### src/sv/assert_macros.svh
// Assertion macros used by the regulator top level.
// Include with the bare file name; no other dependencies.
`ifndef ASSERT_MACROS_SVH
`define ASSERT_MACROS_SVH

// Same-cycle implication, disabled while reset is asserted.
`define ASSERT_IMPLY(label, clk, rst_n, ante, cons) \
	label: assert property (@(posedge clk) disable iff (!rst_n) (ante) |-> (cons)) \
		else $error("same-cycle implication violated");

// Next-cycle implication, disabled while reset is asserted.
`define ASSERT_NEXT(label, clk, rst_n, ante, cons) \
	label: assert property (@(posedge clk) disable iff (!rst_n) (ante) |=> (cons)) \
		else $error("next-cycle implication violated");

`endif

### src/sv/pidrc_pkg.sv
// Shared widths, register indices, reset values and stage types for the PID regulator.
// No dependencies; used by every pidrc module and the top level.
package pidrc_pkg;

	localparam int GAIN_W      = 20;
	localparam int LIMIT_W     = 16;
	localparam int IN_W        = 16;
	localparam int ERR_W       = IN_W + 1;
	localparam int STATE_W     = 18;
	localparam int ACC_W       = STATE_W + 1;
	localparam int PROD_P_W    = GAIN_W + ERR_W;
	localparam int PROD_W      = GAIN_W + ACC_W;
	localparam int SUM_W       = PROD_W + 2;
	localparam int OUT_W       = 17;
	localparam int CFG_IDX_W   = 3;
	localparam int CFG_DATA_W  = GAIN_W;
	localparam int GAIN_FRAC_BITS = 12;
	localparam int SHIFT_W     = SUM_W - GAIN_FRAC_BITS;

	localparam logic [CFG_IDX_W-1:0] REG_GAIN_P         = 3'd0;
	localparam logic [CFG_IDX_W-1:0] REG_GAIN_I         = 3'd1;
	localparam logic [CFG_IDX_W-1:0] REG_GAIN_D         = 3'd2;
	localparam logic [CFG_IDX_W-1:0] REG_INTEGRAL_LIMIT = 3'd3;
	localparam logic [CFG_IDX_W-1:0] REG_OUTPUT_LIMIT   = 3'd4;

	localparam logic signed [GAIN_W-1:0] GAIN_P_RST = 20'sd3072;
	localparam logic signed [GAIN_W-1:0] GAIN_I_RST = 20'sd246;
	localparam logic signed [GAIN_W-1:0] GAIN_D_RST = 20'sd0;
	localparam logic [LIMIT_W-1:0] INTEGRAL_LIMIT_RST = 16'd2000;
	localparam logic [LIMIT_W-1:0] OUTPUT_LIMIT_RST   = 16'd3000;

	localparam logic CMD_STEP  = 1'b0;
	localparam logic CMD_CLEAR = 1'b1;

	typedef struct packed {
		logic signed [GAIN_W-1:0] p;
		logic signed [GAIN_W-1:0] i;
		logic signed [GAIN_W-1:0] d;
	} gains_t;

	typedef struct packed {
		logic [LIMIT_W-1:0] integral_limit;
		logic [LIMIT_W-1:0] output_limit;
	} limits_t;

	typedef struct packed {
		logic                   command;
		logic signed [IN_W-1:0] setpoint;
		logic signed [IN_W-1:0] measured;
	} in_word_t;

	typedef struct packed {
		logic                    command;
		logic signed [ERR_W-1:0] err;
		logic signed [ACC_W-1:0] integral;
		logic signed [ACC_W-1:0] diff;
	} err_word_t;

	typedef struct packed {
		logic                       command;
		logic signed [PROD_P_W-1:0] prod_p;
		logic signed [PROD_W-1:0]   prod_i;
		logic signed [PROD_W-1:0]   prod_d;
	} prod_word_t;

endpackage

### src/sv/pidrc_state.sv
// Error stage: forms error, running integral and error difference, and owns the history.
// Depends on pidrc_pkg.
module pidrc_state (
	input  logic                                 clk,
	input  logic                                 arst_n,
	input  logic                                 valid_in,
	output logic                                 ready_in,
	input  pidrc_pkg::in_word_t                  word_in,
	input  logic [pidrc_pkg::LIMIT_W-1:0]        integral_limit,
	output logic                                 valid_out,
	input  logic                                 ready_out,
	output pidrc_pkg::err_word_t                 word_out
);

	logic                                  v_s2;
	pidrc_pkg::err_word_t                  word_s2;
	logic signed [pidrc_pkg::STATE_W-1:0]  integral_q;
	logic signed [pidrc_pkg::STATE_W-1:0]  prev_err_q;
	logic signed [pidrc_pkg::IN_W-1:0]     sp;
	logic signed [pidrc_pkg::IN_W-1:0]     meas;
	logic signed [pidrc_pkg::ERR_W-1:0]    err;
	logic signed [pidrc_pkg::ACC_W-1:0]    int_pre;
	logic signed [pidrc_pkg::ACC_W-1:0]    diff;
	logic signed [pidrc_pkg::ACC_W-1:0]    lim;
	logic signed [pidrc_pkg::ACC_W-1:0]    int_clamped;
	logic                                  adv;
	logic                                  take;

	assign adv      = !v_s2 || ready_out;
	assign ready_in = adv;
	assign take     = adv && valid_in;

	assign sp   = word_in.setpoint;
	assign meas = word_in.measured;

	always_comb begin
		err     = pidrc_pkg::ERR_W'(sp) - pidrc_pkg::ERR_W'(meas);
		int_pre = pidrc_pkg::ACC_W'(integral_q) + pidrc_pkg::ACC_W'(err);
		diff    = pidrc_pkg::ACC_W'(err) - pidrc_pkg::ACC_W'(prev_err_q);
		lim     = pidrc_pkg::ACC_W'({1'b0, integral_limit});
		// clamp only when the magnitude strictly exceeds the bound
		if (int_pre > lim) begin
			int_clamped = lim;
		end else if (int_pre < -lim) begin
			int_clamped = -lim;
		end else begin
			int_clamped = int_pre;
		end
	end

	always_ff @(posedge clk or negedge arst_n) begin
		if (!arst_n) begin
			v_s2       <= 1'b0;
			integral_q <= '0;
			prev_err_q <= '0;
		end else begin
			if (adv) begin
				v_s2 <= valid_in;
			end
			if (take) begin
				if (word_in.command == pidrc_pkg::CMD_CLEAR) begin
					integral_q <= '0;
					prev_err_q <= '0;
				end else begin
					integral_q <= pidrc_pkg::STATE_W'(int_clamped);
					prev_err_q <= pidrc_pkg::STATE_W'(err);
				end
			end
		end
	end

	always_ff @(posedge clk) begin
		if (take) begin
			word_s2.command  <= word_in.command;
			word_s2.err      <= err;
			word_s2.integral <= int_pre;
			word_s2.diff     <= diff;
		end
	end

	assign valid_out = v_s2;
	assign word_out  = word_s2;

endmodule

### src/sv/pidrc_mult.sv
// Product stage: three gain multiplies in parallel, registered.
// Depends on pidrc_pkg.
module pidrc_mult (
	input  logic                  clk,
	input  logic                  arst_n,
	input  logic                  valid_in,
	output logic                  ready_in,
	input  pidrc_pkg::err_word_t  word_in,
	input  pidrc_pkg::gains_t     gains,
	output logic                  valid_out,
	input  logic                  ready_out,
	output pidrc_pkg::prod_word_t word_out
);

	logic                                   v_s3;
	pidrc_pkg::prod_word_t                  word_s3;
	logic signed [pidrc_pkg::GAIN_W-1:0]    kp;
	logic signed [pidrc_pkg::GAIN_W-1:0]    ki;
	logic signed [pidrc_pkg::GAIN_W-1:0]    kd;
	logic signed [pidrc_pkg::ERR_W-1:0]     err;
	logic signed [pidrc_pkg::ACC_W-1:0]     integral;
	logic signed [pidrc_pkg::ACC_W-1:0]     diff;
	logic signed [pidrc_pkg::PROD_P_W-1:0]  prod_p;
	logic signed [pidrc_pkg::PROD_W-1:0]    prod_i;
	logic signed [pidrc_pkg::PROD_W-1:0]    prod_d;
	logic                                   adv;

	assign adv      = !v_s3 || ready_out;
	assign ready_in = adv;

	assign kp       = gains.p;
	assign ki       = gains.i;
	assign kd       = gains.d;
	assign err      = word_in.err;
	assign integral = word_in.integral;
	assign diff     = word_in.diff;

	assign prod_p = pidrc_pkg::PROD_P_W'(kp) * pidrc_pkg::PROD_P_W'(err);
	assign prod_i = pidrc_pkg::PROD_W'(ki) * pidrc_pkg::PROD_W'(integral);
	assign prod_d = pidrc_pkg::PROD_W'(kd) * pidrc_pkg::PROD_W'(diff);

	always_ff @(posedge clk or negedge arst_n) begin
		if (!arst_n) begin
			v_s3 <= 1'b0;
		end else if (adv) begin
			v_s3 <= valid_in;
		end
	end

	always_ff @(posedge clk) begin
		if (adv && valid_in) begin
			word_s3.command <= word_in.command;
			word_s3.prod_p  <= prod_p;
			word_s3.prod_i  <= prod_i;
			word_s3.prod_d  <= prod_d;
		end
	end

	assign valid_out = v_s3;
	assign word_out  = word_s3;

endmodule

### src/sv/pidrc_sat.sv
// Output stage: sums the products, floors off the fraction bits, saturates, holds the result.
// Depends on pidrc_pkg.
module pidrc_sat (
	input  logic                                clk,
	input  logic                                arst_n,
	input  logic                                valid_in,
	output logic                                ready_in,
	input  pidrc_pkg::prod_word_t               word_in,
	input  logic [pidrc_pkg::LIMIT_W-1:0]       output_limit,
	output logic                                out_valid,
	input  logic                                out_ready,
	output logic signed [pidrc_pkg::OUT_W-1:0]  control_output
);

	logic                                    v_q;
	logic signed [pidrc_pkg::OUT_W-1:0]      result_q;
	logic signed [pidrc_pkg::PROD_P_W-1:0]   prod_p;
	logic signed [pidrc_pkg::PROD_W-1:0]     prod_i;
	logic signed [pidrc_pkg::PROD_W-1:0]     prod_d;
	logic signed [pidrc_pkg::SUM_W-1:0]      sum;
	logic signed [pidrc_pkg::SHIFT_W-1:0]    shifted;
	logic signed [pidrc_pkg::SHIFT_W-1:0]    lim;
	logic signed [pidrc_pkg::SHIFT_W-1:0]    clamped;
	logic signed [pidrc_pkg::OUT_W-1:0]      result;
	logic                                    adv;

	assign adv      = !v_q || out_ready;
	assign ready_in = adv;

	assign prod_p = word_in.prod_p;
	assign prod_i = word_in.prod_i;
	assign prod_d = word_in.prod_d;

	always_comb begin
		sum = pidrc_pkg::SUM_W'(prod_p) + pidrc_pkg::SUM_W'(prod_i)
			+ pidrc_pkg::SUM_W'(prod_d);
		// dropping the low bits of a two's complement value rounds towards minus infinity
		shifted = sum[pidrc_pkg::SUM_W-1:pidrc_pkg::GAIN_FRAC_BITS];
		lim     = pidrc_pkg::SHIFT_W'({1'b0, output_limit});
		if (shifted > lim) begin
			clamped = lim;
		end else if (shifted < -lim) begin
			clamped = -lim;
		end else begin
			clamped = shifted;
		end
		if (word_in.command == pidrc_pkg::CMD_CLEAR) begin
			result = '0;
		end else begin
			result = clamped[pidrc_pkg::OUT_W-1:0];
		end
	end

	always_ff @(posedge clk or negedge arst_n) begin
		if (!arst_n) begin
			v_q <= 1'b0;
		end else if (adv) begin
			v_q <= valid_in;
		end
	end

	always_ff @(posedge clk) begin
		if (adv && valid_in) begin
			result_q <= result;
		end
	end

	assign out_valid      = v_q;
	assign control_output = result_q;

endmodule

### src/sv/pid_regulator_with_clamps.sv
// Positional PID regulator with output and integral clamps: top level.
// Depends on pidrc_pkg, pidrc_state, pidrc_mult, pidrc_sat and assert_macros.svh.
//
// Usage:
//   Input words (command, setpoint, measured) enter on in_valid/in_ready; one
//   result word (control_output) leaves on out_valid/out_ready for every input.
//   A command of one clears the integral and previous error and returns zero.
//   Gains and limits are written through cfg_write/cfg_index/cfg_data; the user must do
//   so only while no word is in flight, unchecked by the block; indices beyond the register list are ignored.
// Timing:
//   Four register stages: input, error/integral, products, result. A word
//   passes through them in order and its result is offered from the last.
//   One word is accepted every cycle while the output is not held; the integral
//   recurrence closes within the error stage, so consecutive words see each other's history without waiting.
// Reset:
//   arst_n empties the pipeline, zeroes the history and loads the default
//   gains and limits.
// Back-pressure:
//   Each stage advances when the one after it is empty or moving, so bubbles
//   are squeezed out; with the output held, up to four words are buffered
//   before in_ready drops.
`include "assert_macros.svh"

module pid_regulator_with_clamps (
	input  logic                                     clk,
	input  logic                                     arst_n,
	input  logic                                     in_valid,
	output logic                                     in_ready,
	input  logic                                     command,
	input  logic signed [pidrc_pkg::IN_W-1:0]        setpoint,
	input  logic signed [pidrc_pkg::IN_W-1:0]        measured,
	output logic                                     out_valid,
	input  logic                                     out_ready,
	output logic signed [pidrc_pkg::OUT_W-1:0]       control_output,
	input  logic                                     cfg_write,
	input  logic [pidrc_pkg::CFG_IDX_W-1:0]          cfg_index,
	input  logic [pidrc_pkg::CFG_DATA_W-1:0]         cfg_data
);

	pidrc_pkg::gains_t      gains_q;
	pidrc_pkg::limits_t     limits_q;
	logic                   v_s1;
	pidrc_pkg::in_word_t    word_s1;
	logic                   adv_s1;
	logic                   st_ready;
	logic                   v_s2;
	pidrc_pkg::err_word_t   word_s2;
	logic                   mult_ready;
	logic                   v_s3;
	pidrc_pkg::prod_word_t  word_s3;
	logic                   sat_ready;
	logic signed [pidrc_pkg::OUT_W:0] out_lim;
	logic                   out_in_range;

	// configuration registers
	always_ff @(posedge clk or negedge arst_n) begin
		if (!arst_n) begin
			gains_q.p               <= pidrc_pkg::GAIN_P_RST;
			gains_q.i               <= pidrc_pkg::GAIN_I_RST;
			gains_q.d               <= pidrc_pkg::GAIN_D_RST;
			limits_q.integral_limit <= pidrc_pkg::INTEGRAL_LIMIT_RST;
			limits_q.output_limit   <= pidrc_pkg::OUTPUT_LIMIT_RST;
		end else if (cfg_write) begin
			unique case (cfg_index)
				pidrc_pkg::REG_GAIN_P: begin
					gains_q.p <= cfg_data[pidrc_pkg::GAIN_W-1:0];
				end
				pidrc_pkg::REG_GAIN_I: begin
					gains_q.i <= cfg_data[pidrc_pkg::GAIN_W-1:0];
				end
				pidrc_pkg::REG_GAIN_D: begin
					gains_q.d <= cfg_data[pidrc_pkg::GAIN_W-1:0];
				end
				pidrc_pkg::REG_INTEGRAL_LIMIT: begin
					limits_q.integral_limit <= cfg_data[pidrc_pkg::LIMIT_W-1:0];
				end
				pidrc_pkg::REG_OUTPUT_LIMIT: begin
					limits_q.output_limit <= cfg_data[pidrc_pkg::LIMIT_W-1:0];
				end
				default: begin
					// drop writes to unused indices
				end
			endcase
		end
	end

	// input register
	assign adv_s1   = !v_s1 || st_ready;
	assign in_ready = adv_s1;

	always_ff @(posedge clk or negedge arst_n) begin
		if (!arst_n) begin
			v_s1 <= 1'b0;
		end else if (adv_s1) begin
			v_s1 <= in_valid;
		end
	end

	always_ff @(posedge clk) begin
		if (adv_s1 && in_valid) begin
			word_s1.command  <= command;
			word_s1.setpoint <= setpoint;
			word_s1.measured <= measured;
		end
	end

	pidrc_state u_state (
		.clk            (clk),
		.arst_n         (arst_n),
		.valid_in       (v_s1),
		.ready_in       (st_ready),
		.word_in        (word_s1),
		.integral_limit (limits_q.integral_limit),
		.valid_out      (v_s2),
		.ready_out      (mult_ready),
		.word_out       (word_s2)
	);

	pidrc_mult u_mult (
		.clk       (clk),
		.arst_n    (arst_n),
		.valid_in  (v_s2),
		.ready_in  (mult_ready),
		.word_in   (word_s2),
		.gains     (gains_q),
		.valid_out (v_s3),
		.ready_out (sat_ready),
		.word_out  (word_s3)
	);

	pidrc_sat u_sat (
		.clk            (clk),
		.arst_n         (arst_n),
		.valid_in       (v_s3),
		.ready_in       (sat_ready),
		.word_in        (word_s3),
		.output_limit   (limits_q.output_limit),
		.out_valid      (out_valid),
		.out_ready      (out_ready),
		.control_output (control_output)
	);

	assign out_lim = (pidrc_pkg::OUT_W + 1)'({1'b0, limits_q.output_limit});
	assign out_in_range = (control_output <= out_lim) && (control_output >= -out_lim);

	`ASSERT_NEXT(a_accept_fills_s1, clk, arst_n, in_valid && in_ready, v_s1)
	`ASSERT_IMPLY(a_out_within_limit, clk, arst_n, out_valid, out_in_range)
	`ASSERT_IMPLY(a_out_from_s3, clk, arst_n, $rose(out_valid), $past(v_s3))

endmodule
### config.mk
export PLATFORM = sky130hd
export DESIGN_NAME = pid_regulator_with_clamps
export DESIGN_NICKNAME = d
export VERILOG_FILES = /design/src/sv/pidrc_pkg.sv /design/src/sv/pidrc_state.sv /design/src/sv/pidrc_mult.sv /design/src/sv/pidrc_sat.sv /design/src/sv/pid_regulator_with_clamps.sv
export VERILOG_INCLUDE_DIRS = /design/src /design/src/sv
export SDC_FILE = /design/constraint.sdc
export NUM_CORES = 2
export LEC_CHECK = 0
export BUFFER_PORTS_ARGS = -buffer_cell sky130_fd_sc_hd__buf_2
export CAP_MARGIN = 25
export CORE_ASPECT_RATIO = 2
export CORE_MARGIN = 4
export CORE_UTILIZATION = 44
export CTS_CLUSTER_DIAMETER = 60
export DETAILED_ROUTE_END_ITERATION = 8
export PLACE_DENSITY = 0.59
export RECOVER_POWER = 100
export SLEW_MARGIN = 40
export SYNTH_ARGS = -nofsm -noshare
export SYNTH_HDL_FRONTEND = slang
export SYNTH_HIERARCHICAL = 1
export SYNTH_SLANG_ARGS = --single-unit
### constraint.sdc
create_clock -name clk -period 18 [get_ports clk]
set_clock_uncertainty 0.1 [all_clocks]
set_input_delay 1.8 -clock clk [delete_from_list [all_inputs] [get_ports clk]]
set_output_delay 1.8 -clock clk [all_outputs]
set_load 0.02 [all_outputs]
After elaboration in Yosys (flattened, before gate mapping)
Index checks and enable logic that the tools add are counted.
{"block": "word_totals", "regBits": 354, "latch_bits": 0, "mem_bits_rw": 0, "rom_bits": 0, "output_inout_bits": 19, "word_cells": 67, "n_memories": 0}
{"block": "op_classes", "add_sub_neg": 7, "n_mul": 3, "n_div": 0, "magnitude_cmp": 4, "n_eq_ne": 4, "n_shift": 0, "n_mux": 6, "n_bitwise": 0, "reduce_logical": 19}
{"op": "20-bit by 19-bit multiplier with 39-bit output", "count": 2}
{"op": "18-bit 2-to-1 mux", "count": 4}
{"op": "40-bit by 39-bit adder with 41-bit output", "count": 1}
{"op": "37-bit by 39-bit adder with 40-bit output", "count": 1}
{"op": "20-bit by 17-bit multiplier with 37-bit output", "count": 1}
{"op": "29-bit by 17-bit > comparator with 1-bit output", "count": 1}
{"op": "29-bit less-than comparator", "count": 1}
{"op": "16-bit negation with 29-bit output", "count": 1}
{"op": "18-bit by 17-bit adder with 19-bit output", "count": 1}
{"op": "19-bit by 17-bit > comparator with 1-bit output", "count": 1}
{"op": "19-bit less-than comparator", "count": 1}
{"op": "16-bit negation with 19-bit output", "count": 1}
{"op": "17-bit by 18-bit subtractor with 19-bit output", "count": 1}
{"op": "17-bit 2-to-1 mux", "count": 1}
{"op": "16-bit by 16-bit subtractor with 17-bit output", "count": 1}
{"op": "16-bit 2-to-1 mux", "count": 1}
{"op": "2-bit AND reduction", "count": 5}
{"op": "3-bit by 2-bit equality test with 1-bit output, second input constant", "count": 2}
{"op": "1-bit logical AND", "count": 4}
{"op": "1-bit logical NOT", "count": 4}
{"op": "1-bit logical OR", "count": 4}
{"op": "3-bit by 1-bit equality test with 1-bit output, second input constant", "count": 1}
{"op": "3-bit equality test, second input constant", "count": 1}
{"op": "3-bit logical NOT", "count": 1}
{"op": "2-bit OR reduction", "count": 1}

Logic depth before layout (Yosys ltp)
{"block": "logic_depth", "word_depth": 6, "depth_mapped": 32}

Modules after synthesis
Netlist, hierarchy kept.
{"module": "pidrc_mult", "n_inst": 1, "cells_per_inst": 4582, "area_each_um2": 44296.2}
{"module": "pidrc_state", "n_inst": 1, "cells_per_inst": 736, "area_each_um2": 7093.1}
{"module": "pidrc_sat", "n_inst": 1, "cells_per_inst": 687, "area_each_um2": 5526.6}
{"module": "pid_regulator_with_clamps", "n_inst": 1, "cells_per_inst": 235, "area_each_um2": 4555.6}

Worst setup path after synthesis
Ideal clock, no wire load.
{"block": "synth_path", "kind": "reg-to-reg", "startpoint": "register gains_q[19] in the netlist's numbering", "endpoint": "register, netlist name u_mult/word_out[38]", "setup_ns": 0.260, "arrival_time_ns": 6.369, "t_required_ns": 17.640, "setup_slack_ns": 11.271, "stages_incl_launch_ff": 24, "n_path_buf": 3, "synth_period_minus_slack_ns": 6.729, "path_cell_list": "dfrtp_1 > clkbuf_1 > clkbuf_1 > nand2_1 > fa_1 > fa_1 > fa_1 > inv_1 > fa_1 > fa_1 > inv_1 > fa_1 > inv_1 > ha_1 > ha_1 > clkbuf_1 > inv_1 > o21ai_0 > a21oi_1 > a211oi_1 > o21ai_1 > o2111ai_1 > a21oi_1 > xnor2_1"}
{"block": "synth_via", "elab_chain_cells": 1}
{"element": "start, declared", "line_no": "pid_regulator_with_clamps.sv:40", "text": "pidrc_pkg::gains_t gains_q;"}
{"element": "20-bit by 19-bit multiplier with 39-bit output", "line_no": "pidrc_mult.sv:40", "text": "assign prod_d = pidrc_pkg::PROD_W'(kd) * pidrc_pkg::PROD_W'(diff);"}
{"element": "net u_mult.prod_d (one bit)", "line_no": "pidrc_mult.sv:25", "text": "logic signed [pidrc_pkg::PROD_W-1:0] prod_d;"}
The timed path passes the listed nets, and every way through them passes these cells.
A chain may end at the register's enable or synchronous reset.

Worst setup path after layout
{"block": "layout_path", "startpoint": "register word_s1[0] in the netlist's numbering", "endpoint": "register u_state/integral_q[10] in the netlist's numbering"}
{"block": "layout_via", "elab_chain_cells": 6, "word_cells_on_any_way": 7, "cone_classes": "2 x add/sub; 2 x order compare; 3 x mux"}
{"element": "start, declared", "line_no": "pid_regulator_with_clamps.sv:43", "text": "pidrc_pkg::in_word_t word_s1;"}
{"element": "16-bit by 16-bit subtractor with 17-bit output *", "line_no": "pidrc_state.sv:37", "text": "err = pidrc_pkg::ERR_W'(sp) - pidrc_pkg::ERR_W'(meas);"}
{"element": "net u_state.err (one bit)", "line_no": "pidrc_state.sv:21", "text": "logic signed [pidrc_pkg::ERR_W-1:0] err;"}
{"element": "18-bit by 17-bit adder with 19-bit output *", "line_no": "pidrc_state.sv:38", "text": "int_pre = pidrc_pkg::ACC_W'(integral_q) + pidrc_pkg::ACC_W'(err);"}
{"element": "net u_state.int_pre (one bit)", "line_no": "pidrc_state.sv:22", "text": "logic signed [pidrc_pkg::ACC_W-1:0] int_pre;"}
{"element": "19-bit less-than comparator", "line_no": "pidrc_state.sv:44", "text": "end else if (int_pre < -lim) begin"}
{"element": "18-bit 2-to-1 mux", "line_no": "pidrc_state.sv:44"}
{"element": "18-bit 2-to-1 mux *", "line_no": "pidrc_state.sv:42", "text": "if (int_pre > lim) begin"}
{"element": "18-bit 2-to-1 mux *", "line_no": "pidrc_state.sv:61", "text": "if (word_in.command == pidrc_pkg::CMD_CLEAR) begin"}
{"element": "end signal, assigned", "line_no": "pidrc_state.sv:65", "text": "integral_q <= pidrc_pkg::STATE_W'(int_clamped);"}
{"element": "end, declared", "line_no": "pidrc_state.sv:17", "text": "logic signed [pidrc_pkg::STATE_W-1:0] integral_q;"}
The timed path passes the listed nets; every way through them passes the cells marked *.

==> impl_metrics.xml <==
<?xml version="1.0" encoding="UTF-8"?>
<metrics>
  <group name="logic_synthesis">
    <metric name="fraction_of_synthesis_flops_using_an_asynchronous_set_or_reset_pin" unit="">0.3711</metric>
    <metric name="synth_warnings" unit="">6</metric>
    <metric name="synth_common_cells" unit="">sky130_fd_sc_hd__inv_1, sky130_fd_sc_hd__fa_1, sky130_fd_sc_hd__nand2_1</metric>
    <metric name="synth_enable_flop_cells" unit="">222</metric>
    <metric name="synthMostInstantiatedCell" unit="">sky130_fd_sc_hd__inv_1</metric>
    <metric name="synth_largest_type_area_fraction" unit="">0.3758</metric>
    <metric name="syn-cell-area" unit="sq um">61470</metric>
    <metric name="syn_nets" unit="">7942</metric>
    <metric name="yosysSeqAreaShare" unit="">0.1622</metric>
    <metric name="postSynth.topFlopCell" unit="">sky130_fd_sc_hd__edfxtp_1</metric>
    <metric name="yosys.area.top_type" unit="">sky130_fd_sc_hd__fa_1</metric>
    <metric name="synthCells" unit="">6240</metric>
    <metric name="synth.area.top_cells" unit="">sky130_fd_sc_hd__fa_1, sky130_fd_sc_hd__edfxtp_1, sky130_fd_sc_hd__ha_1, sky130_fd_sc_hd__inv_1, sky130_fd_sc_hd__and2_1</metric>
    <metric name="synth_cell_type_count" unit="">118</metric>
    <metric name="synth.ff_latch_count" unit="">353</metric>
    <metric name="syn-mean-instance-area" unit="sq um">9.851</metric>
  </group>
  <group name="cts">
    <metric name="clockBufferDepth" unit="">3</metric>
    <metric name="clock-sinks" unit="">353</metric>
    <metric name="cts.hold.buffers_added" unit="">0</metric>
    <metric name="insertion_delay" unit="ns">0.61</metric>
    <metric name="clock_tree.root_cell" unit="">sky130_fd_sc_hd__clkbuf_16</metric>
    <metric name="cts_inserted_buffers" unit="">46</metric>
    <metric name="cts_post_setup_buffers_inserted" unit="">0</metric>
    <metric name="htree_num_levels" unit="">2</metric>
    <metric name="cts.reportedPaths.clkPinSlew" unit="ns">0.06</metric>
    <metric name="post_cts.resized_instances" unit="">0</metric>
    <metric name="tritoncts" unit="">built</metric>
  </group>
  <group name="floorplanning">
    <metric name="io_pins" unit="">80</metric>
    <metric name="dieWidth" unit="um">272.3</metric>
    <metric name="die_area" unit="sq um">146100</metric>
    <metric name="die_height" unit="um">536.6</metric>
    <metric name="design.core.area" unit="sq um">138600</metric>
    <metric name="fp-row-count" unit="">193</metric>
    <metric name="effective_utilization_at_floorplan" unit="">0.4435</metric>
  </group>
  <group name="grt">
    <metric name="grt_util_all_layers" unit="">0.2599</metric>
    <metric name="grt_start_max_net_pins" unit="">68</metric>
    <metric name="globalRoute.totalOverflow" unit="">0</metric>
    <metric name="grt_pass1_vias" unit="">48740</metric>
    <metric name="initial_antenna_violation_count" unit="">14</metric>
    <metric name="grt_pass1_wl" unit="um">286500</metric>
  </group>
  <group name="timing">
    <metric name="period_needed" unit="ns">9.395</metric>
    <metric name="worstMarginPinSlew" unit="ns">4.682</metric>
    <metric name="report.final.setup_viol" unit="">0</metric>
    <metric name="finalHoldViolations" unit="">0</metric>
    <metric name="final_max_slew_viol_count" unit="">487</metric>
    <metric name="worst_slew_margin_rel" unit="">-2.121</metric>
    <metric name="timing.fmax" unit="GHz">0.1064</metric>
    <metric name="fin_crit_sh" unit="">0.5220</metric>
    <metric name="rsz0062_at_grt" unit="">false</metric>
    <metric name="fin_tns_setup" unit="ns">0</metric>
  </group>
  <group name="routing">
    <metric name="detailedRoute.firstIterationViolations" unit="">2513</metric>
    <metric name="ant_nets" unit="">0</metric>
    <metric name="vias_per_cell" unit="">5.448</metric>
    <metric name="drt_wl_total" unit="um">187300</metric>
    <metric name="detailedRoute.firstPassIterationCount" unit="">6</metric>
    <metric name="drt_drc_violations_left" unit="">0</metric>
    <metric name="post_drt_wl_per_cell" unit="um">23.11</metric>
    <metric name="route.vias.total" unit="">44150</metric>
  </group>
  <group name="setup_path">
    <metric name="critical-path-slowest-cell" unit="">sky130_fd_sc_hd__o311ai_0</metric>
    <metric name="path_delay_family" unit="">compound AO/OA/AOI/OAI gates</metric>
    <metric name="critical_path_peak_fanout" unit="">18</metric>
    <metric name="endpoint_kind" unit="">register</metric>
    <metric name="crit_path_max_incr_delay" unit="ns">1.85</metric>
    <metric name="worst-r2r-cell-count" unit="">20</metric>
    <metric name="reg2reg_slack" unit="ns">8.60</metric>
    <metric name="path_class" unit="">reg -&gt; reg</metric>
    <metric name="data_arrival_at_the_endpoint_of_the_critical_path" unit="ns">9.77</metric>
    <metric name="worstPathBufferInverterCount" unit="">1</metric>
    <metric name="worstReg2RegStart" unit="">word_s1[0]$_DFFE_PP_</metric>
    <metric name="startpoint_type" unit="">register</metric>
    <metric name="regToRegEndpoint" unit="">u_state/integral_q[10]$_DFFE_PN0P_</metric>
    <metric name="crit_chain" unit="">ha_1, fa_1, nor2b_1, o21ai_0, a21boi_0, o21ai_0, a21boi_0, o2111ai_1, a31oi_1, xor2_1, ha_1, inv_1, a2111oi_0, o21ai_1, o311ai_0, a21oi_1, o21ai_0, nor2b_1, o211a_1, o221ai_1</metric>
    <metric name="crit_top_cell" unit="">sky130_fd_sc_hd__o21ai_0</metric>
    <metric name="timing.critical_path.required" unit="ns">18.38</metric>
  </group>
  <group name="status">
    <metric name="violations" unit="">max-capacitance violations, max-slew violations</metric>
    <metric name="status" unit="">finished, violations left</metric>
  </group>
  <group name="job">
    <metric name="max-cap-violations" unit="">14</metric>
  </group>
  <group name="worst_hold_path">
    <metric name="number_of_cells_on_the_worst_hold_path" unit="">1</metric>
    <metric name="hold-path-endpoint" unit="">u_sat/out_valid$_DFFE_PN0N_</metric>
    <metric name="holdCritStartpoint" unit="">u_mult/valid_out$_DFFE_PN0N_</metric>
    <metric name="worst_hold_path_type" unit="">reg -&gt; reg</metric>
  </group>
  <group name="placed_design">
    <metric name="placement.io_buffers" unit="">79</metric>
    <metric name="detailedPlacementHpwl" unit="um">153700</metric>
    <metric name="gp_congestion" unit="">0.9763</metric>
  </group>
  <group name="layout">
    <metric name="syn_to_final_growth" unit="%">6.061</metric>
    <metric name="final_net_count" unit="">7911</metric>
    <metric name="fraction_of_final_layout_cells_with_drive_strength_greater_than_1" unit="">0.05811</metric>
  </group>
</metrics>
registers in the layout, summed over array words and instances, names as in the netlist:
name and cells:
limits_q 32, u_sat/out_valid 1, word_s1 33, u_state/integral_q 18, u_mult/valid_out 1, u_state/prev_err_q 17, v_s1 1, u_state/valid_out 1
gains_q 60, u_mult/word_out 116, u_state/word_out 56, u_sat/control_output 17
worst max path at each step:
stage / slack, ns / from / to / cells past startpoint
floorplan: 11.27 / gains_q[19]$_DFFE_PN0P_ / u_mult/word_out[38]$_DFFE_PP_ / 23
global placement: 10.45 / u_state/word_out[1]$_DFFE_PP_ / u_mult/word_out[38]$_DFFE_PP_ / 20
detailed placement: 10.47 / u_state/word_out[1]$_DFFE_PP_ / u_mult/word_out[38]$_DFFE_PP_ / 20
CTS: 10.41 / u_state/word_out[1]$_DFFE_PP_ / u_mult/word_out[38]$_DFFE_PP_ / 20
global route: 8.19 / word_s1[0]$_DFFE_PP_ / u_state/integral_q[10]$_DFFE_PN0P_ / 25
finish: 8.60 / word_s1[0]$_DFFE_PP_ / u_state/integral_q[10]$_DFFE_PN0P_ / 20
area by class of cell:
class / instances / area [sq um]
antenna: 6 / 15.01
clock buffer: 63 / 1359
clock inverter: 23 / 220.2
fill: 13360 / 73410
inverter: 1318 / 4947
multi-input combinational: 4335 / 45400
sequential: 353 / 9990
tap: 1852 / 2317
timing repair buffer: 155 / 952.2
cell families (layout without fill, tap and decap cells):
logic type	count (synthesis)	after routing	share of synthesized area
simple gates	1698	1698	0.1394
fa+ha+maj	1641	1641	0.4749
buf+inv	1552	1559	0.09630
compound gates	674	674	0.07615
flops	353	353	0.1622
xor+xnor	203	203	0.02917
mux	119	119	0.02186
other cells	0	6	0
per-layer routing:
| layer | routed length, um | share of wire | track usage |
|---|---|---|---|
| met4 | 14650 | 0.078 | 0.1601 |
| met5 | 67 | 0.00036 | 0 |
| met2 | 104000 | 0.56 | 0.5049 |
| met1 | 61520 | 0.33 | 0.2638 |
| met3 | 7006 | 0.037 | 0.02595 |
placed cells by master, fill, tap and decap left out, types with 69 or more instances in the layout:
cell,Yosys,final
sky130_fd_sc_hd__inv_1,1317,1317
sky130_fd_sc_hd__fa_1,1154,1153
sky130_fd_sc_hd__nand2_1,646,646
sky130_fd_sc_hd__and2_1,549,529
sky130_fd_sc_hd__ha_1,487,487
sky130_fd_sc_hd__edfxtp_1,222,222
sky130_fd_sc_hd__nor2_1,185,185
sky130_fd_sc_hd__a21oi_1,166,169
sky130_fd_sc_hd__xnor2_1,155,156
sky130_fd_sc_hd__o21ai_0,111,136
sky130_fd_sc_hd__dfrtp_1,110,95
sky130_fd_sc_hd__mux2_2,81,80
sky130_fd_sc_hd__a21o_1,69,69
stage by stage:
| stage | hold slack [ns] | std cells | util | area, sq um | setup slack (ns) |
|---|---|---|---|---|---|
| 5_1_grt | 0.4058 | 8100 | 0.4703 | 65190 | 8.194 |
| 6_report | 0.3841 | 8105 | 0.4704 | 65200 | 8.605 |
| 4_1_cts | 0.3840 | 8096 | 0.4723 | 65460 | 10.41 |
| 3_5_place_dp | 0.3770 | 8010 | 0.4609 | 63880 | 10.47 |
| 2_1_floorplan | 0.3003 | 6240 | - | 61470 | 11.27 |
| 3_3_place_gp | 0.3686 | 7994 | 0.4593 | 63670 | 10.45 |
Power is not shown: default switching activity piles up to over one toggle a cycle in this logic, so the estimate is an artifact.
